===== src/sv/ryc_pkg.sv =====
// ----------------------------------------------------------------------------
// ryc_pkg
// Types, fixed-point coefficients and helper functions shared by the
// RGB / YCbCr color converter.
// ----------------------------------------------------------------------------
`default_nettype none

package ryc_pkg;

  // Pixel component and working widths
  localparam int CompW = 8;
  localparam int CoefW = 18;   // signed 2.16 coefficients fit in 18 bits
  localparam int OperW = 9;    // signed operand: 0..255 or -128..127
  localparam int ProdW = OperW + CoefW;
  localparam int SumW  = 12;   // signed width of every term sum

  typedef logic [CompW-1:0]       comp_t;
  typedef logic signed [CoefW-1:0] coef_t;
  typedef logic signed [OperW-1:0] oper_t;
  typedef logic signed [ProdW-1:0] prod_t;
  typedef logic signed [SumW-1:0]  sum_t;

  // Conversion direction codes
  typedef enum logic {
    DIR_RGB_TO_YCC = 1'b0,
    DIR_YCC_TO_RGB = 1'b1
  } dir_t;

  // Forward coefficients (signed 2.16)
  localparam coef_t K_Y_R  = 18'sd19595;
  localparam coef_t K_Y_G  = 18'sd38470;
  localparam coef_t K_Y_B  = 18'sd7471;
  localparam coef_t K_CB_R = -18'sd11056;
  localparam coef_t K_CB_G = -18'sd21712;
  localparam coef_t K_CR_G = -18'sd27440;
  localparam coef_t K_CR_B = -18'sd5328;

  // Inverse coefficients (signed 2.16)
  localparam coef_t K_R_CR = 18'sd91881;
  localparam coef_t K_G_CB = -18'sd22554;
  localparam coef_t K_G_CR = -18'sd46802;
  localparam coef_t K_B_CB = 18'sd112853;

  localparam sum_t  CHROMA_OFS  = 12'sd128;
  localparam oper_t CHROMA_OFS9 = 9'sd128;

  // Product floored to an integer: arithmetic shift by 16, sign-extended
  function automatic sum_t mul_floor(oper_t x, coef_t k);
    prod_t p;
    begin
      p = x * k;
      mul_floor = {p[ProdW-1], p[ProdW-1:16]};
    end
  endfunction

  // Saturate a signed sum to 0..255
  function automatic comp_t clamp8(sum_t v);
    begin
      if (v < 0) begin
        clamp8 = '0;
      end else if (v > 12'sd255) begin
        clamp8 = '1;
      end else begin
        clamp8 = v[CompW-1:0];
      end
    end
  endfunction

endpackage

`default_nettype wire


===== src/sv/rgb_ycbcr_converter.sv =====
// ----------------------------------------------------------------------------
// rgb_ycbcr_converter
// Full-range converter between 8-bit RGB and YCbCr (BT.601 forward matrix), one pixel per
// transfer, direction set by a one-bit configuration register.
// ----------------------------------------------------------------------------
// The converter takes one pixel per clock while the output side is not
// stalled. A pixel is captured in an input register, passes once through
// the constant multipliers, floors, sums and clamps in ryc_core, and lands
// in the output register; each register loads when it is empty or its
// content moves on, so the rate is one pixel per cycle without a stall,
// and a stall on the output backs up through in_stall one stage at a time.
// Write cfg_wr_data[0] with cfg_wr_en only while no pixel is in flight:
// 0 converts RGB to YCbCr, 1 converts YCbCr to RGB. Reset selects RGB to
// YCbCr and empties both registers.
`default_nettype none

module rgb_ycbcr_converter (
  input  var logic           clk,
  input  var logic           rst_n,
  input  var logic           cfg_wr_en,
  input  var logic           cfg_wr_data,
  input  var logic           in_valid,
  output logic               in_stall,
  input  var ryc_pkg::comp_t in_comp_a,
  input  var ryc_pkg::comp_t in_comp_b,
  input  var ryc_pkg::comp_t in_comp_c,
  output logic               out_valid,
  input  var logic           out_stall,
  output ryc_pkg::comp_t     out_a,
  output ryc_pkg::comp_t     out_b,
  output ryc_pkg::comp_t     out_c
);
  import ryc_pkg::*;

  dir_t  dir_r, dir_nxt;
  logic  s1_valid_r, s1_valid_nxt;
  dir_t  s1_dir_r;
  comp_t s1_a_r, s1_b_r, s1_c_r;
  logic  o_valid_r, o_valid_nxt;
  comp_t o_a_r, o_b_r, o_c_r;
  comp_t res_a, res_b, res_c;
  logic  o_free, s1_free, in_xfer, s1_move;

  // Direction register
  always_comb begin
    dir_nxt = dir_r;
    if (cfg_wr_en) begin
      dir_nxt = dir_t'(cfg_wr_data);
    end
  end

  always_ff @(posedge clk) begin
    if (!rst_n) begin
      dir_r <= DIR_RGB_TO_YCC;
    end else begin
      dir_r <= dir_nxt;
    end
  end

  // Flow control: a stage loads when it is empty or its content moves on
  assign o_free   = !o_valid_r || !out_stall;
  assign s1_free  = !s1_valid_r || o_free;
  assign in_stall = !rst_n || !s1_free;
  assign in_xfer  = in_valid && !in_stall;
  assign s1_move  = s1_valid_r && o_free;

  always_comb begin
    s1_valid_nxt = s1_valid_r;
    if (s1_free) begin
      s1_valid_nxt = in_xfer;
    end
    o_valid_nxt = o_valid_r;
    if (o_free) begin
      o_valid_nxt = s1_valid_r;
    end
  end

  always_ff @(posedge clk) begin
    if (!rst_n) begin
      s1_valid_r <= 1'b0;
      o_valid_r  <= 1'b0;
    end else begin
      s1_valid_r <= s1_valid_nxt;
      o_valid_r  <= o_valid_nxt;
    end
  end

  // Input register
  always_ff @(posedge clk) begin
    if (in_xfer) begin
      s1_dir_r <= dir_r;
      s1_a_r   <= in_comp_a;
      s1_b_r   <= in_comp_b;
      s1_c_r   <= in_comp_c;
    end
  end

  // Color math
  ryc_core u_core (
    .dir    (s1_dir_r),
    .comp_a (s1_a_r),
    .comp_b (s1_b_r),
    .comp_c (s1_c_r),
    .res_a  (res_a),
    .res_b  (res_b),
    .res_c  (res_c)
  );

  // Output register
  always_ff @(posedge clk) begin
    if (s1_move) begin
      o_a_r <= res_a;
      o_b_r <= res_b;
      o_c_r <= res_c;
    end
  end

  assign out_valid = o_valid_r;
  assign out_a     = o_a_r;
  assign out_b     = o_b_r;
  assign out_c     = o_c_r;

endmodule

`default_nettype wire


===== src/sv/ryc_core.sv =====
// ----------------------------------------------------------------------------
// ryc_core
// Combinational color math for one pixel: constant multipliers, per-term
// floor, sums and saturation for both conversion directions.
// ----------------------------------------------------------------------------
`default_nettype none

module ryc_core (
  input  var ryc_pkg::dir_t  dir,
  input  var ryc_pkg::comp_t comp_a,
  input  var ryc_pkg::comp_t comp_b,
  input  var ryc_pkg::comp_t comp_c,
  output ryc_pkg::comp_t     res_a,
  output ryc_pkg::comp_t     res_b,
  output ryc_pkg::comp_t     res_c
);
  import ryc_pkg::*;

  oper_t a9, b9, c9, u9, v9;
  sum_t  a12, a_half, c_half;
  sum_t  y_sum, cb_sum, cr_sum;
  sum_t  r_sum, g_sum, b_sum;

  // Operands: plain components and chroma with the offset removed
  assign a9     = oper_t'({1'b0, comp_a});
  assign b9     = oper_t'({1'b0, comp_b});
  assign c9     = oper_t'({1'b0, comp_c});
  assign u9     = b9 - CHROMA_OFS9;
  assign v9     = c9 - CHROMA_OFS9;
  assign a12    = sum_t'({4'b0, comp_a});
  assign a_half = sum_t'({5'b0, comp_a[CompW-1:1]});
  assign c_half = sum_t'({5'b0, comp_c[CompW-1:1]});

  // RGB -> YCbCr
  assign y_sum  = mul_floor(a9, K_Y_R) + mul_floor(b9, K_Y_G) + mul_floor(c9, K_Y_B);
  assign cb_sum = mul_floor(a9, K_CB_R) + mul_floor(b9, K_CB_G) + c_half + CHROMA_OFS;
  assign cr_sum = a_half + mul_floor(b9, K_CR_G) + mul_floor(c9, K_CR_B) + CHROMA_OFS;

  // YCbCr -> RGB
  assign r_sum = a12 + mul_floor(v9, K_R_CR);
  assign g_sum = a12 + mul_floor(u9, K_G_CB) + mul_floor(v9, K_G_CR);
  assign b_sum = a12 + mul_floor(u9, K_B_CB);

  // Direction select and saturation
  always_comb begin
    case (dir)
      DIR_RGB_TO_YCC: begin
        res_a = clamp8(y_sum);
        res_b = clamp8(cb_sum);
        res_c = clamp8(cr_sum);
      end
      DIR_YCC_TO_RGB: begin
        res_a = clamp8(r_sum);
        res_b = clamp8(g_sum);
        res_c = clamp8(b_sum);
      end
      default: begin
        res_a = clamp8(y_sum);
        res_b = clamp8(cb_sum);
        res_c = clamp8(cr_sum);
      end
    endcase
  end

endmodule

`default_nettype wire


===== config.mk =====
export PLATFORM = sky130hd
export DESIGN_NAME = rgb_ycbcr_converter
export DESIGN_NICKNAME = d
export VERILOG_FILES = /design/src/sv/ryc_pkg.sv /design/src/sv/rgb_ycbcr_converter.sv /design/src/sv/ryc_core.sv
export SDC_FILE = /design/constraint.sdc
export NUM_CORES = 1
export LEC_CHECK = 0
export ABC_AREA = 1
export BUFFER_PORTS_ARGS = -buffer_cell sky130_fd_sc_hd__buf_2
export CORE_MARGIN = 3
export CORE_UTILIZATION = 30
export DETAILED_ROUTE_END_ITERATION = 16
export GPL_ROUTABILITY_DRIVEN = 0
export PLACE_DENSITY = 0.56
export SLEW_MARGIN = 25
export SYNTH_ARGS = -nofsm -noshare
export SYNTH_HDL_FRONTEND = slang
export SYNTH_HIERARCHICAL = 1
export SYNTH_SLANG_ARGS = --single-unit

===== constraint.sdc =====
create_clock -name clk -period 10.4 [get_ports clk]
set_input_delay 0.52 -clock clk [delete_from_list [all_inputs] [get_ports clk]]
set_output_delay 0.52 -clock clk [all_outputs]
set_load 0.005 [all_outputs]

# ---- Word level (Yosys, flattened, before mapping)
# Index checks and enable logic that the tools add are counted.
dict set report classes {
  addsub 14
  multipliers 11
  n_div 0
  n_lt_le_gt_ge 12
  eq_ne 0
  shift 0
  n_mux 15
  n_bitwise 1
  n_reduce_logical 11
}
# op n
set ops {}
lappend ops {{8-bit two-way mux} 12}
lappend ops {{12-bit by 9-bit > comparator with 1-bit output, second input constant} 6}
lappend ops {{12-bit by 1-bit less-than comparator with 1-bit output, second input constant} 6}
lappend ops {{9-bit by 18-bit multiplier with 27-bit output, second input constant} 2}
lappend ops {{8-bit case mux with 2 select lines} 3}
lappend ops {{8-bit by 15-bit multiplier with 23-bit output, second input constant} 2}
lappend ops {{9-bit by 12-bit multiplier with 21-bit output, second input constant} 2}
lappend ops {{9-bit by 16-bit multiplier with 25-bit output, second input constant} 1}
lappend ops {{12-bit by 9-bit adder with 12-bit output, second input constant} 2}
lappend ops {{9-bit by 11-bit adder with 12-bit output} 2}
lappend ops {{9-bit by 15-bit multiplier with 24-bit output, second input constant} 1}
lappend ops {{8-bit by 13-bit multiplier with 21-bit output, second input constant} 1}
lappend ops {{8-bit by 9-bit adder with 10-bit output} 2}
lappend ops {{9-bit by 11-bit multiplier with 20-bit output, second input constant} 1}
lappend ops {{9-bit by 10-bit multiplier with 19-bit output, second input constant} 1}
lappend ops {{8-bit by 8-bit subtractor with 9-bit output, second input constant} 2}
lappend ops {{11-bit by 11-bit adder with 12-bit output} 1}
lappend ops {{12-bit by 6-bit adder with 12-bit output} 1}
lappend ops {{12-bit by 8-bit adder with 12-bit output} 1}
lappend ops {{10-bit by 10-bit adder with 11-bit output} 1}
lappend ops {{10-bit by 7-bit adder with 11-bit output} 1}
lappend ops {{9-bit by 9-bit adder with 10-bit output} 1}
lappend ops {{1-bit logical NOT} 6}
lappend ops {{1-bit logical OR} 3}
lappend ops {{2 further kinds} 3}
dict set report totals {
  reg_bits 52
  latch_bits 0
  mem_bits_rw 0
  mem_bits_ro 0
  inputBits 30
  output_inout_bits 26
  elab_cells 74
  mem_count 0
}

# ---- Logic depth before layout (Yosys ltp)
# Gate-level depths: netlist of the first run.
dict set report depth {
  word_depth 8
  depth_mapped 37
}

# ---- Cells and area by module
# The synthesis of the first run kept the hierarchy.
# module n_inst cells_each area_per_inst_um2
set by_module_without_submodules {}
lappend by_module_without_submodules {ryc_core 1 2963 24069.3}
lappend by_module_without_submodules {rgb_ycbcr_converter 1 66 1601.5}

# ---- Worst setup path before layout of the first run
# Ideal clock, no wire load.
dict set report synth_path {
  path_kind {reg2reg}
  startpoint {register s1_c_r[7]}
  endpoint {register o_b_r[1], in the netlist out_b[1], data pin}
  setup_time_ps 256
  t_arrival_ps 6916
  required_time_ps 10144
  setup_slack_ps 3228
  stages_incl_launch_ff 32
  path_buffers 1
  path_cell_list {edfxtp_1 > inv_1 > ha_1 > inv_1 > ha_1 > fa_1 > fa_1 > inv_1 > fa_1 > inv_1 > ha_1 > a21oi_1 > o21ai_0 > a21oi_1 > a21boi_0 > o21ai_0 > nand2_1 > nand2_1 > xor2_1 > inv_1 > fa_1 > ha_1 > nand2_1 > inv_1 > nand4_1 > o211ai_1 > a31oi_1 > xnor2_1 > and2_1 > buf_2 > o21ai_1 > nand2_1}
}
dict set report synth_via {
  elab_chain_len 7
  elab_cells_between_ends 14
  classes_between {add/sub (4); mul (1); order compare (4); mux (5)}
}
# element line_no
set synth_rtl {}
lappend synth_rtl {{from (decl)} rgb_ycbcr_converter.sv:38} ;# comp_t s1_a_r, s1_b_r, s1_c_r;
lappend synth_rtl {{from (signal assigned)} rgb_ycbcr_converter.sv:94} ;# s1_c_r <= in_comp_c;
lappend synth_rtl {{8-bit by 8-bit subtractor with 9-bit output} ryc_core.sv:29} ;# assign v9 = c9 - CHROMA_OFS9;
lappend synth_rtl {{9-bit by 16-bit multiplier with 25-bit output} ryc_pkg.sv:51} ;# p = x * k;
lappend synth_rtl {{10-bit by 10-bit adder with 11-bit output} ryc_core.sv:41} ;# assign g_sum = a12 + mul_floor(u9, K_G_CB) + mul_floor(v9, K_G_CR);
lappend synth_rtl {{12-bit by 9-bit > comparator with 1-bit output} ryc_pkg.sv:61} ;# end else if (v > 12'sd255) begin
lappend synth_rtl {{8-bit two-way mux} ryc_pkg.sv:61}
lappend synth_rtl {{8-bit two-way mux} ryc_pkg.sv:59} ;# if (v < 0) begin
lappend synth_rtl {{8-bit case mux with 2 select lines (*)} ryc_core.sv:46} ;# case (dir)
lappend synth_rtl {{via res_b[1]} rgb_ycbcr_converter.sv:41} ;# comp_t res_a, res_b, res_c;
lappend synth_rtl {{to (signal assigned)} rgb_ycbcr_converter.sv:113} ;# o_b_r <= res_b;
lappend synth_rtl {{to (decl)} rgb_ycbcr_converter.sv:40} ;# comp_t o_a_r, o_b_r, o_c_r;
# The timed path passes the listed nets; every way through them passes the cells marked *.
# A chain may end at the register's enable or synchronous reset.

# ---- Worst setup path after layout of the first run
dict set report layout_path {
  startpoint {register s1_b_r[4]}
  endpoint {register o_b_r[1], in the netlist out_b[1], data pin}
}
dict set report layout_via {
  elab_chain_len 8
  elab_cells_between_ends 17
  classes_between {add/sub (6); mul (2); order compare (4); mux (5)}
}
# element line_no
set layout_rtl {}
lappend layout_rtl {{from (decl)} rgb_ycbcr_converter.sv:38}
lappend layout_rtl {{from (signal assigned)} rgb_ycbcr_converter.sv:93} ;# s1_b_r <= in_comp_b;
lappend layout_rtl {{9-bit by 12-bit multiplier with 21-bit output / 8-bit by 8-bit subtractor with 9-bit output (equally long branches)} {ryc_pkg.sv:51, ryc_core.sv:28}}
lappend layout_rtl {{8-bit by 9-bit adder with 10-bit output / 9-bit by 15-bit multiplier with 24-bit output (equally long branches)} {ryc_core.sv:36, ryc_pkg.sv:51}}
lappend layout_rtl {{12-bit by 8-bit adder with 12-bit output / 9-bit by 9-bit adder with 10-bit output (equally long branches)} {ryc_core.sv:36, ryc_core.sv:41}}
lappend layout_rtl {{12-bit by 9-bit adder with 12-bit output / 10-bit by 10-bit adder with 11-bit output (equally long branches)} {ryc_core.sv:36, ryc_core.sv:41}}
lappend layout_rtl {{12-bit by 9-bit > comparator with 1-bit output} ryc_pkg.sv:61}
lappend layout_rtl {{8-bit two-way mux} ryc_pkg.sv:61}
lappend layout_rtl {{8-bit two-way mux} ryc_pkg.sv:59}
lappend layout_rtl {{8-bit case mux with 2 select lines (*)} ryc_core.sv:46}
lappend layout_rtl {{via res_b[1]} rgb_ycbcr_converter.sv:41}
# Marks and branches as above.

==> results.rst, run 1 <==
.. list-table::
   :header-rows: 1

   * - Metric
     - Value
   * - Async set-reset flop share out of synthesis
     - 0
   * - Wire length reported by the detailed router
     - 68900 um
   * - Floorplan die height
     - 299 um
   * - Path type of the worst min-delay path
     - input port to register
   * - Number of routed nets with antenna violations
     - 0
   * - Final critical-path share of the clock period
     - 0.749
   * - Post-synthesis net count
     - 4018
   * - Kind of start point of the critical path
     - register
   * - Starting Density
     - 0.305
   * - Root buffer cell
     - sky130_fd_sc_hd__clkbuf_16
   * - Sequential share of the synthesized area
     - 0.0597
   * - CP Data Required Time
     - 10.58 ns
   * - PostCTS Resize Cnt
     - 0
   * - Wire length of the first global-routing pass
     - 111000 um
   * - Crit path time final
     - 7.79 ns
   * - Via count of the first global-routing pass
     - 20.1k
   * - Kind of end point of the critical path
     - register
   * - Hold buffers post-CTS
     - 0
   * - Relative max-transition margin
     - 0.332
   * - Hold slack
     - 0.341 ns
   * - Core Footprint
     - 84200 um^2
   * - Syn Std Cell Area
     - 25700 um^2
   * - Most Frequent Cell on Critical Path
     - sky130_fd_sc_hd__inv_1
   * - Clock tree from TritonCTS
     - yes
   * - Flip-flop and latch count after synthesis
     - 52
   * - Final-layout setup total negative slack
     - 0 ns
   * - Max stage delay cell, worst path
     - sky130_fd_sc_hd__fa_1
   * - Overall fraction of global-route tracks in use
     - 0.158
   * - Worst-case clock skew
     - 0.0278 ns
   * - Final #Nets
     - 4094
   * - Post-synth EDFFs
     - 49
   * - Vias
     - 19.4k
   * - Sinks on Clock Net
     - 52
   * - Boundary Pins
     - 56
   * - Number of buffers added by the clock tree synthesis step
     - 5
   * - Initial DRC count
     - 979
   * - Number of H-tree branching levels
     - 2
   * - Proportion of layout cells with a drive suffix above 1
     - 0.0515
   * - Detailed Place HPWL
     - 60300 um
   * - Die Outline Area
     - 89100 um^2
   * - Antenna violations before repair
     - 3
   * - Count of final hold-check violations
     - 0
   * - Distinct cells, synth
     - 54
   * - Number of pins exceeding their max-slew limit in the final report
     - 0
   * - Setup repair after global routing missed its margin
     - no
   * - Number of I/O port buffers
     - 55
   * - Maximum root-to-sink buffer count
     - 2
   * - Maximum number of pins on one net before global-route repair
     - 26
   * - Max_cap viols
     - 0
   * - Clk slew on worst S/H paths
     - 0.11 ns
   * - DRC viols
     - 0
   * - Total grt overflow
     - 0
   * - Setup violations, final
     - 0
   * - Setup CP Type
     - register to register
   * - Critical path data arrival time
     - 7.97 ns
   * - Via/cell ratio
     - 4.57
   * - Number of rows in the core area
     - 106
   * - Area growth syn-to-layout
     - 7.74%
   * - Detail-routed net length per standard cell
     - 16.2 um
   * - Skew-Pair Late Insertion Delay
     - 0.34 ns
   * - Peak per-stage delay on the critical path
     - 0.86 ns
   * - Yosys warnings
     - 6
   * - Maximum clock frequency
     - 128 MHz
   * - Count of TritonRoute iterations in the first routing pass
     - 7
   * - Area of the multi-input gates
     - 21300 um^2
   * - Most used flip-flop cell after synthesis
     - sky130_fd_sc_hd__edfxtp_1
   * - Fill cell count
     - 8910
   * - Postcts setup bufs
     - 0
   * - Result of the run
     - complete, no violations
   * - Count of mapped cells out of synthesis
     - 3029
   * - Worst-Margin Slew
     - 1.00 ns
   * - Maximum fanout count along the critical path
     - 11
   * - Average size of a mapped cell
     - 8.48 um^2
   * - X dimension of the die
     - 299 um
   * - Area taken by flip-flops and latches
     - 1530 um^2
[synthesized netlist by cell type (3+ instances only)]
library cell                count  area [um^2]
sky130_fd_sc_hd__nor2_2         6         37.5
sky130_fd_sc_hd__xnor2_1       81          709
sky130_fd_sc_hd__o21ai_1        9         45.0
sky130_fd_sc_hd__buf_2          3         15.0
sky130_fd_sc_hd__nand2_4        3         33.8
sky130_fd_sc_hd__nor2_4         3         33.8
sky130_fd_sc_hd__nor2_1       107          402
sky130_fd_sc_hd__and2_1         4         25.0
sky130_fd_sc_hd__o21a_1         6         45.0
sky130_fd_sc_hd__o211ai_1       6         45.0
sky130_fd_sc_hd__fa_1         341         6830
sky130_fd_sc_hd__a21oi_2        4         35.0
sky130_fd_sc_hd__a211oi_1       6         45.0
sky130_fd_sc_hd__a31oi_1       12         75.1
sky130_fd_sc_hd__xor2_1        74          648
sky130_fd_sc_hd__nand2_1      431         1620
sky130_fd_sc_hd__o31ai_1        3         22.5
sky130_fd_sc_hd__a21o_1        25          188
sky130_fd_sc_hd__dfxtp_1        3         60.1
sky130_fd_sc_hd__a221oi_1       5         43.8
sky130_fd_sc_hd__nand2_2       21          131
sky130_fd_sc_hd__nand3_2        9         90.1
sky130_fd_sc_hd__o2111ai_1      3         26.3
sky130_fd_sc_hd__o21bai_1      15          113
sky130_fd_sc_hd__inv_1        749         2810
sky130_fd_sc_hd__o21ai_0       71          355
sky130_fd_sc_hd__nand3_1       89          445
sky130_fd_sc_hd__nor3_1        14         70.1
sky130_fd_sc_hd__or2_2         13         81.3
sky130_fd_sc_hd__ha_1         618         7730
sky130_fd_sc_hd__a21oi_1      177          886
sky130_fd_sc_hd__edfxtp_1      49         1470
sky130_fd_sc_hd__nor3_2         3         30.0
sky130_fd_sc_hd__nand4_1       30          188
sky130_fd_sc_hd__inv_2          7         26.3
[per-layer routing]
layer | global-route usage | vias up | wire length [um]
met5 | 0 | - | 0
met4 | 0.0435 | 0 | 1900
met3 | 0.0204 | 83 | 3170
met2 | 0.257 | 383 | 30900
met1 | 0.219 | 9149 | 32900
li1 | - | 9785 | -
[critical path: cells and delay by family, from the launching register on]
family                   cells  cell delay (ns)
XOR/XNOR                     2             0.46
buffers and inverters        6             0.83
adder cells (fa/ha/maj)      8             3.71
AND/OR/NAND/NOR              9             0.95
AO/OA/AOI/OAI                6             0.89
flip-flops                   1             0.76
[registers in the layout (all words and copies together), names as in the netlist]
register / cells
s1_dir_r: 1
out_b: 8
s1_b_r: 8
s1_valid_r: 1
dir_r: 1
out_a: 8
s1_c_r: 8
out_valid: 1
out_c: 8
s1_a_r: 8
[worst paths after layout]
kind / slack [ns] / from / to / cells after the start
max: 2.61 / s1_b_r[4]$_DFFE_PP_ / out_b[1]$_DFFE_PP_ / 31
min: 0.34 / in_comp_c[4] / s1_c_r[4]$_DFFE_PP_ / 1
max reg2reg: 2.61 / s1_b_r[4]$_DFFE_PP_ / out_b[1]$_DFFE_PP_ / 31
min reg2reg: 0.44 / dir_r$_SDFFE_PN0P_ / s1_dir_r$_DFFE_PP_ / 0
[area by class of cell]
cell class / count / area share
antenna: 1 / 0.0000905
clock buffer: 6 / 0.00466
clock inverter: 2 / 0.000407
inverter: 756 / 0.103
multi-input combinational: 2216 / 0.770
sequential: 52 / 0.0554
tap: 1134 / 0.0513
timing repair buffer: 74 / 0.0156
[placed cells by master, fill, tap and decap left out, drive strengths merged, types with 12 or more instances in the layout]
cell / netlist / final
inv: 756 / 756
ha: 618 / 618
nand2: 455 / 455
fa: 341 / 341
a21oi: 183 / 183
nor2: 116 / 116
nand3: 98 / 98
xnor2: 81 / 81
o21ai: 81 / 81
xor2: 74 / 74
buf: 3 / 74
edfxtp: 49 / 49
nand4: 30 / 30
a21o: 26 / 26
nor3: 18 / 18
o21bai: 15 / 15
or2: 13 / 13
a31oi: 12 / 12
[metrics by stage]
step / utilization / worst slack, ns / instance area (um^2) / cells
finish: 0.328 / 2.61 / 27700 / 4241
global route: 0.328 / 1.90 / 27700 / 4240
CTS: 0.328 / 2.64 / 27700 / 4240
detailed placement: 0.327 / 2.71 / 27500 / 4232
global placement: 0.326 / 2.79 / 27500 / 4231
floorplan: - / 3.23 / 25700 / 3029
[cell families (layout without fill, tap and decap cells)]
logic type | count (synthesis) | after routing | synth area share
adders and majority gates | 959 | 959 | 0.567
buffers and inverters | 761 | 838 | 0.111
and+or+nand+nor | 742 | 742 | 0.127
AOI/OAI and AO/OA | 359 | 359 | 0.0814
xor gates and xnor gates | 155 | 155 | 0.0529
DFF | 52 | 52 | 0.0597
muxes | 1 | 1 | 0.000390
other | 0 | 1 | 0
Power of run 1 is not shown: default switching activity piles up to over one toggle a cycle in this logic, so the estimate is an artifact.
==> run 2, diff against run 1 <==
- clock period: 10.4 -> 7.8 ns (I/O delays scaled with it)
==> results.rst, run 2 (synthesis results as in run 1) <==
.. list-table::
   :header-rows: 1

   * - Metric
     - Value
   * - Result of the run
     - complete, no violations (unchanged)
   * - Number of buffers added by the clock tree synthesis step
     - 5 (unchanged)
   * - Detail-routed net length per standard cell
     - 16.4 um (was 16.2 um)
   * - Area growth syn-to-layout
     - 8.47% (was 7.74%)
   * - Die Outline Area
     - 89100 um^2 (unchanged)
   * - Proportion of layout cells with a drive suffix above 1
     - 0.0592 (was 0.0515)
   * - Critical path data arrival time
     - 7.29 ns (was 7.97 ns)
   * - Antenna violations before repair
     - 3 (unchanged)
   * - Worst-case setup margin in the final layout
     - 0.567 ns (was 2.61 ns)
   * - Hold buffers post-CTS
     - 0 (unchanged)
   * - Fill cell count
     - 8942 (was 8910)
   * - Worst-case clock skew
     - 0.0305 ns (was 0.0278 ns)
   * - Root buffer cell
     - sky130_fd_sc_hd__clkbuf_16 (unchanged)
   * - Area of the multi-input gates
     - 21300 um^2 (about the same)
   * - Number of routed nets with antenna violations
     - 0 (unchanged)
   * - Kind of start point of the critical path
     - register (unchanged)
   * - Setup repair after global routing missed its margin
     - no (unchanged)
   * - Maximum number of pins on one net before global-route repair
     - 26 (unchanged)
   * - Count of final hold-check violations
     - 0 (unchanged)
   * - Overall fraction of global-route tracks in use
     - 0.160 (was 0.158)
   * - X dimension of the die
     - 299 um (unchanged)
   * - Most common cell after layout, fill and taps aside
     - sky130_fd_sc_hd__inv_1 (unchanged)
   * - Maximum clock frequency
     - 138 MHz (was 128 MHz)
   * - Crit path time final
     - 7.23 ns (was 7.79 ns)
   * - Most frequent cells in the layout
     - sky130_fd_sc_hd__inv_1, sky130_fd_sc_hd__ha_1, sky130_fd_sc_hd__nand2_1 (unchanged)
   * - Number of pins exceeding their max-slew limit in the final report
     - 0 (unchanged)
   * - Detailed Place HPWL
     - 61500 um (was 60300 um)
   * - Setup violations, final
     - 0 (unchanged)
   * - Clk slew on worst S/H paths
     - 0.11 ns (about the same)
   * - Path type of the worst min-delay path
     - input port to register (unchanged)
   * - Wire length reported by the detailed router
     - 69900 um (was 68900 um)
   * - Kind of end point of the critical path
     - register (unchanged)
   * - Pre-CTS setup slack
     - 0.547 ns (was 2.71 ns)
   * - Skew-Pair Late Insertion Delay
     - 0.35 ns (was 0.34 ns)
   * - Via/cell ratio
     - 4.60 (was 4.57)
   * - Final #Nets
     - 4114 (was 4094)
   * - Final-layout setup total negative slack
     - 0 ns (unchanged)
   * - Vias
     - 19.6k (was 19.4k)
   * - Antenna diodes
     - 0 (was 1)
   * - Max_cap viols
     - 0 (unchanged)
   * - Number of rows in the core area
     - 106 (unchanged)
   * - Area taken by flip-flops and latches
     - 1530 um^2 (unchanged)
   * - Sinks on Clock Net
     - 52 (unchanged)
   * - Maximum root-to-sink buffer count
     - 2 (unchanged)
   * - Relative max-transition margin
     - 0.433 (was 0.332)
   * - Boundary Pins
     - 56 (unchanged)
   * - DRC viols
     - 0 (unchanged)
   * - Wire length of the first global-routing pass
     - 112000 um (was 111000 um)
   * - Clock tree from TritonCTS
     - yes (unchanged)
   * - Via count of the first global-routing pass
     - 20.3k (was 20.1k)
   * - CP Data Required Time
     - 7.85 ns (was 10.58 ns)
   * - Total grt overflow
     - 0 (unchanged)
   * - Number of H-tree branching levels
     - 2 (unchanged)
   * - Starting Density
     - 0.305 (unchanged)
   * - Initial DRC count
     - 984 (was 979)
   * - Setup CP Type
     - register to register (unchanged)
   * - Maximum fanout count along the critical path
     - 10 (was 11)
   * - Final critical-path share of the clock period
     - 0.927 (was 0.749)
   * - Core Footprint
     - 84200 um^2 (unchanged)
   * - Worst-Margin Slew
     - 0.850 ns (was 1.00 ns)
   * - Count of TritonRoute iterations in the first routing pass
     - 5 (was 7)
   * - Floorplan die height
     - 299 um (unchanged)
   * - Number of I/O port buffers
     - 55 (unchanged)
run 2: changes by cell type in the layout (fill, tap and decap cells not counted), sizes merged:
cell | before | now
buf | 74 | 94
diode | 1 | 0
clkbuf | 6 | 5
bufinv | 0 | 1
run 2: final timing paths:
kind | start | end | slack (ns) | cells past startpoint
max | s1_c_r[4]$_DFFE_PP_ | out_b[3]$_DFFE_PP_ | 0.57 | 26
min | in_comp_b[6] | s1_b_r[6]$_DFFE_PP_ | 0.21 | 1
max reg2reg | s1_c_r[4]$_DFFE_PP_ | out_b[3]$_DFFE_PP_ | 0.57 | 26
min reg2reg | dir_r$_SDFFE_PN0P_ | s1_dir_r$_DFFE_PP_ | 0.44 | 0
run 2: critical path: stages, from the launching register on:
cell and delay [ns]:
sky130_fd_sc_hd__edfxtp_1 0.62, sky130_fd_sc_hd__fa_1 0.89, sky130_fd_sc_hd__inv_1 0.15, sky130_fd_sc_hd__fa_1 0.55, sky130_fd_sc_hd__inv_1 0.06, sky130_fd_sc_hd__fa_1 0.49
sky130_fd_sc_hd__fa_1 0.56, sky130_fd_sc_hd__inv_1 0.04, sky130_fd_sc_hd__ha_1 0.28, sky130_fd_sc_hd__ha_1 0.32, sky130_fd_sc_hd__nand2_1 0.13, sky130_fd_sc_hd__nor3_1 0.33
sky130_fd_sc_hd__nand4_1 0.12, sky130_fd_sc_hd__o211ai_1 0.29, sky130_fd_sc_hd__xor2_1 0.13, sky130_fd_sc_hd__fa_1 0.50, sky130_fd_sc_hd__inv_1 0.05, sky130_fd_sc_hd__ha_1 0.36
sky130_fd_sc_hd__nand2_1 0.09, sky130_fd_sc_hd__inv_1 0.05, sky130_fd_sc_hd__nand4_1 0.09, sky130_fd_sc_hd__o211ai_1 0.15, sky130_fd_sc_hd__a31oi_1 0.14, sky130_fd_sc_hd__xnor2_1 0.16
sky130_fd_sc_hd__and2_1 0.22, sky130_fd_sc_hd__nand2_1 0.10, sky130_fd_sc_hd__nand2_1 0.07
run 2: what timing repair did:
item,in CTS,in global routing
setup endpoints to repair,0,8
setup buffers,0,2
resized for setup,0,3
run 2: area by class of cell:
type	count	share of cell area
clock inverters	3	0.00153
inverters	756	0.102
multi-input cells	2216	0.765
flip-flops and latches	52	0.0550
repair buffers	94	0.0209
well taps	1134	0.0510
clock buffers	5	0.00449
run 2: metrics by stage:
stage	utilization	std cells	hold WS [ns]	cell area [um^2]
final	0.331	4260	0.213	27800
after global routing	0.331	4260	0.204	27800
after CTS	0.330	4258	0.197	27800
after detailed placement	0.328	4250	0.423	27700
after global placement	0.328	4249	0.425	27600
after floorplan	-	3029	0.403	25700
run 2: layer usage:
layer / wire [um] / track usage / vias to the layer above
met4: 1970 / 0.0441 / 0
met1: 33400 / 0.224 / 9334
met3: 3160 / 0.0203 / 71
li1: - / - / 9821
met2: 31400 / 0.260 / 372
met5: 0 / 0 / -
Power of run 2 is left out for the same reason.
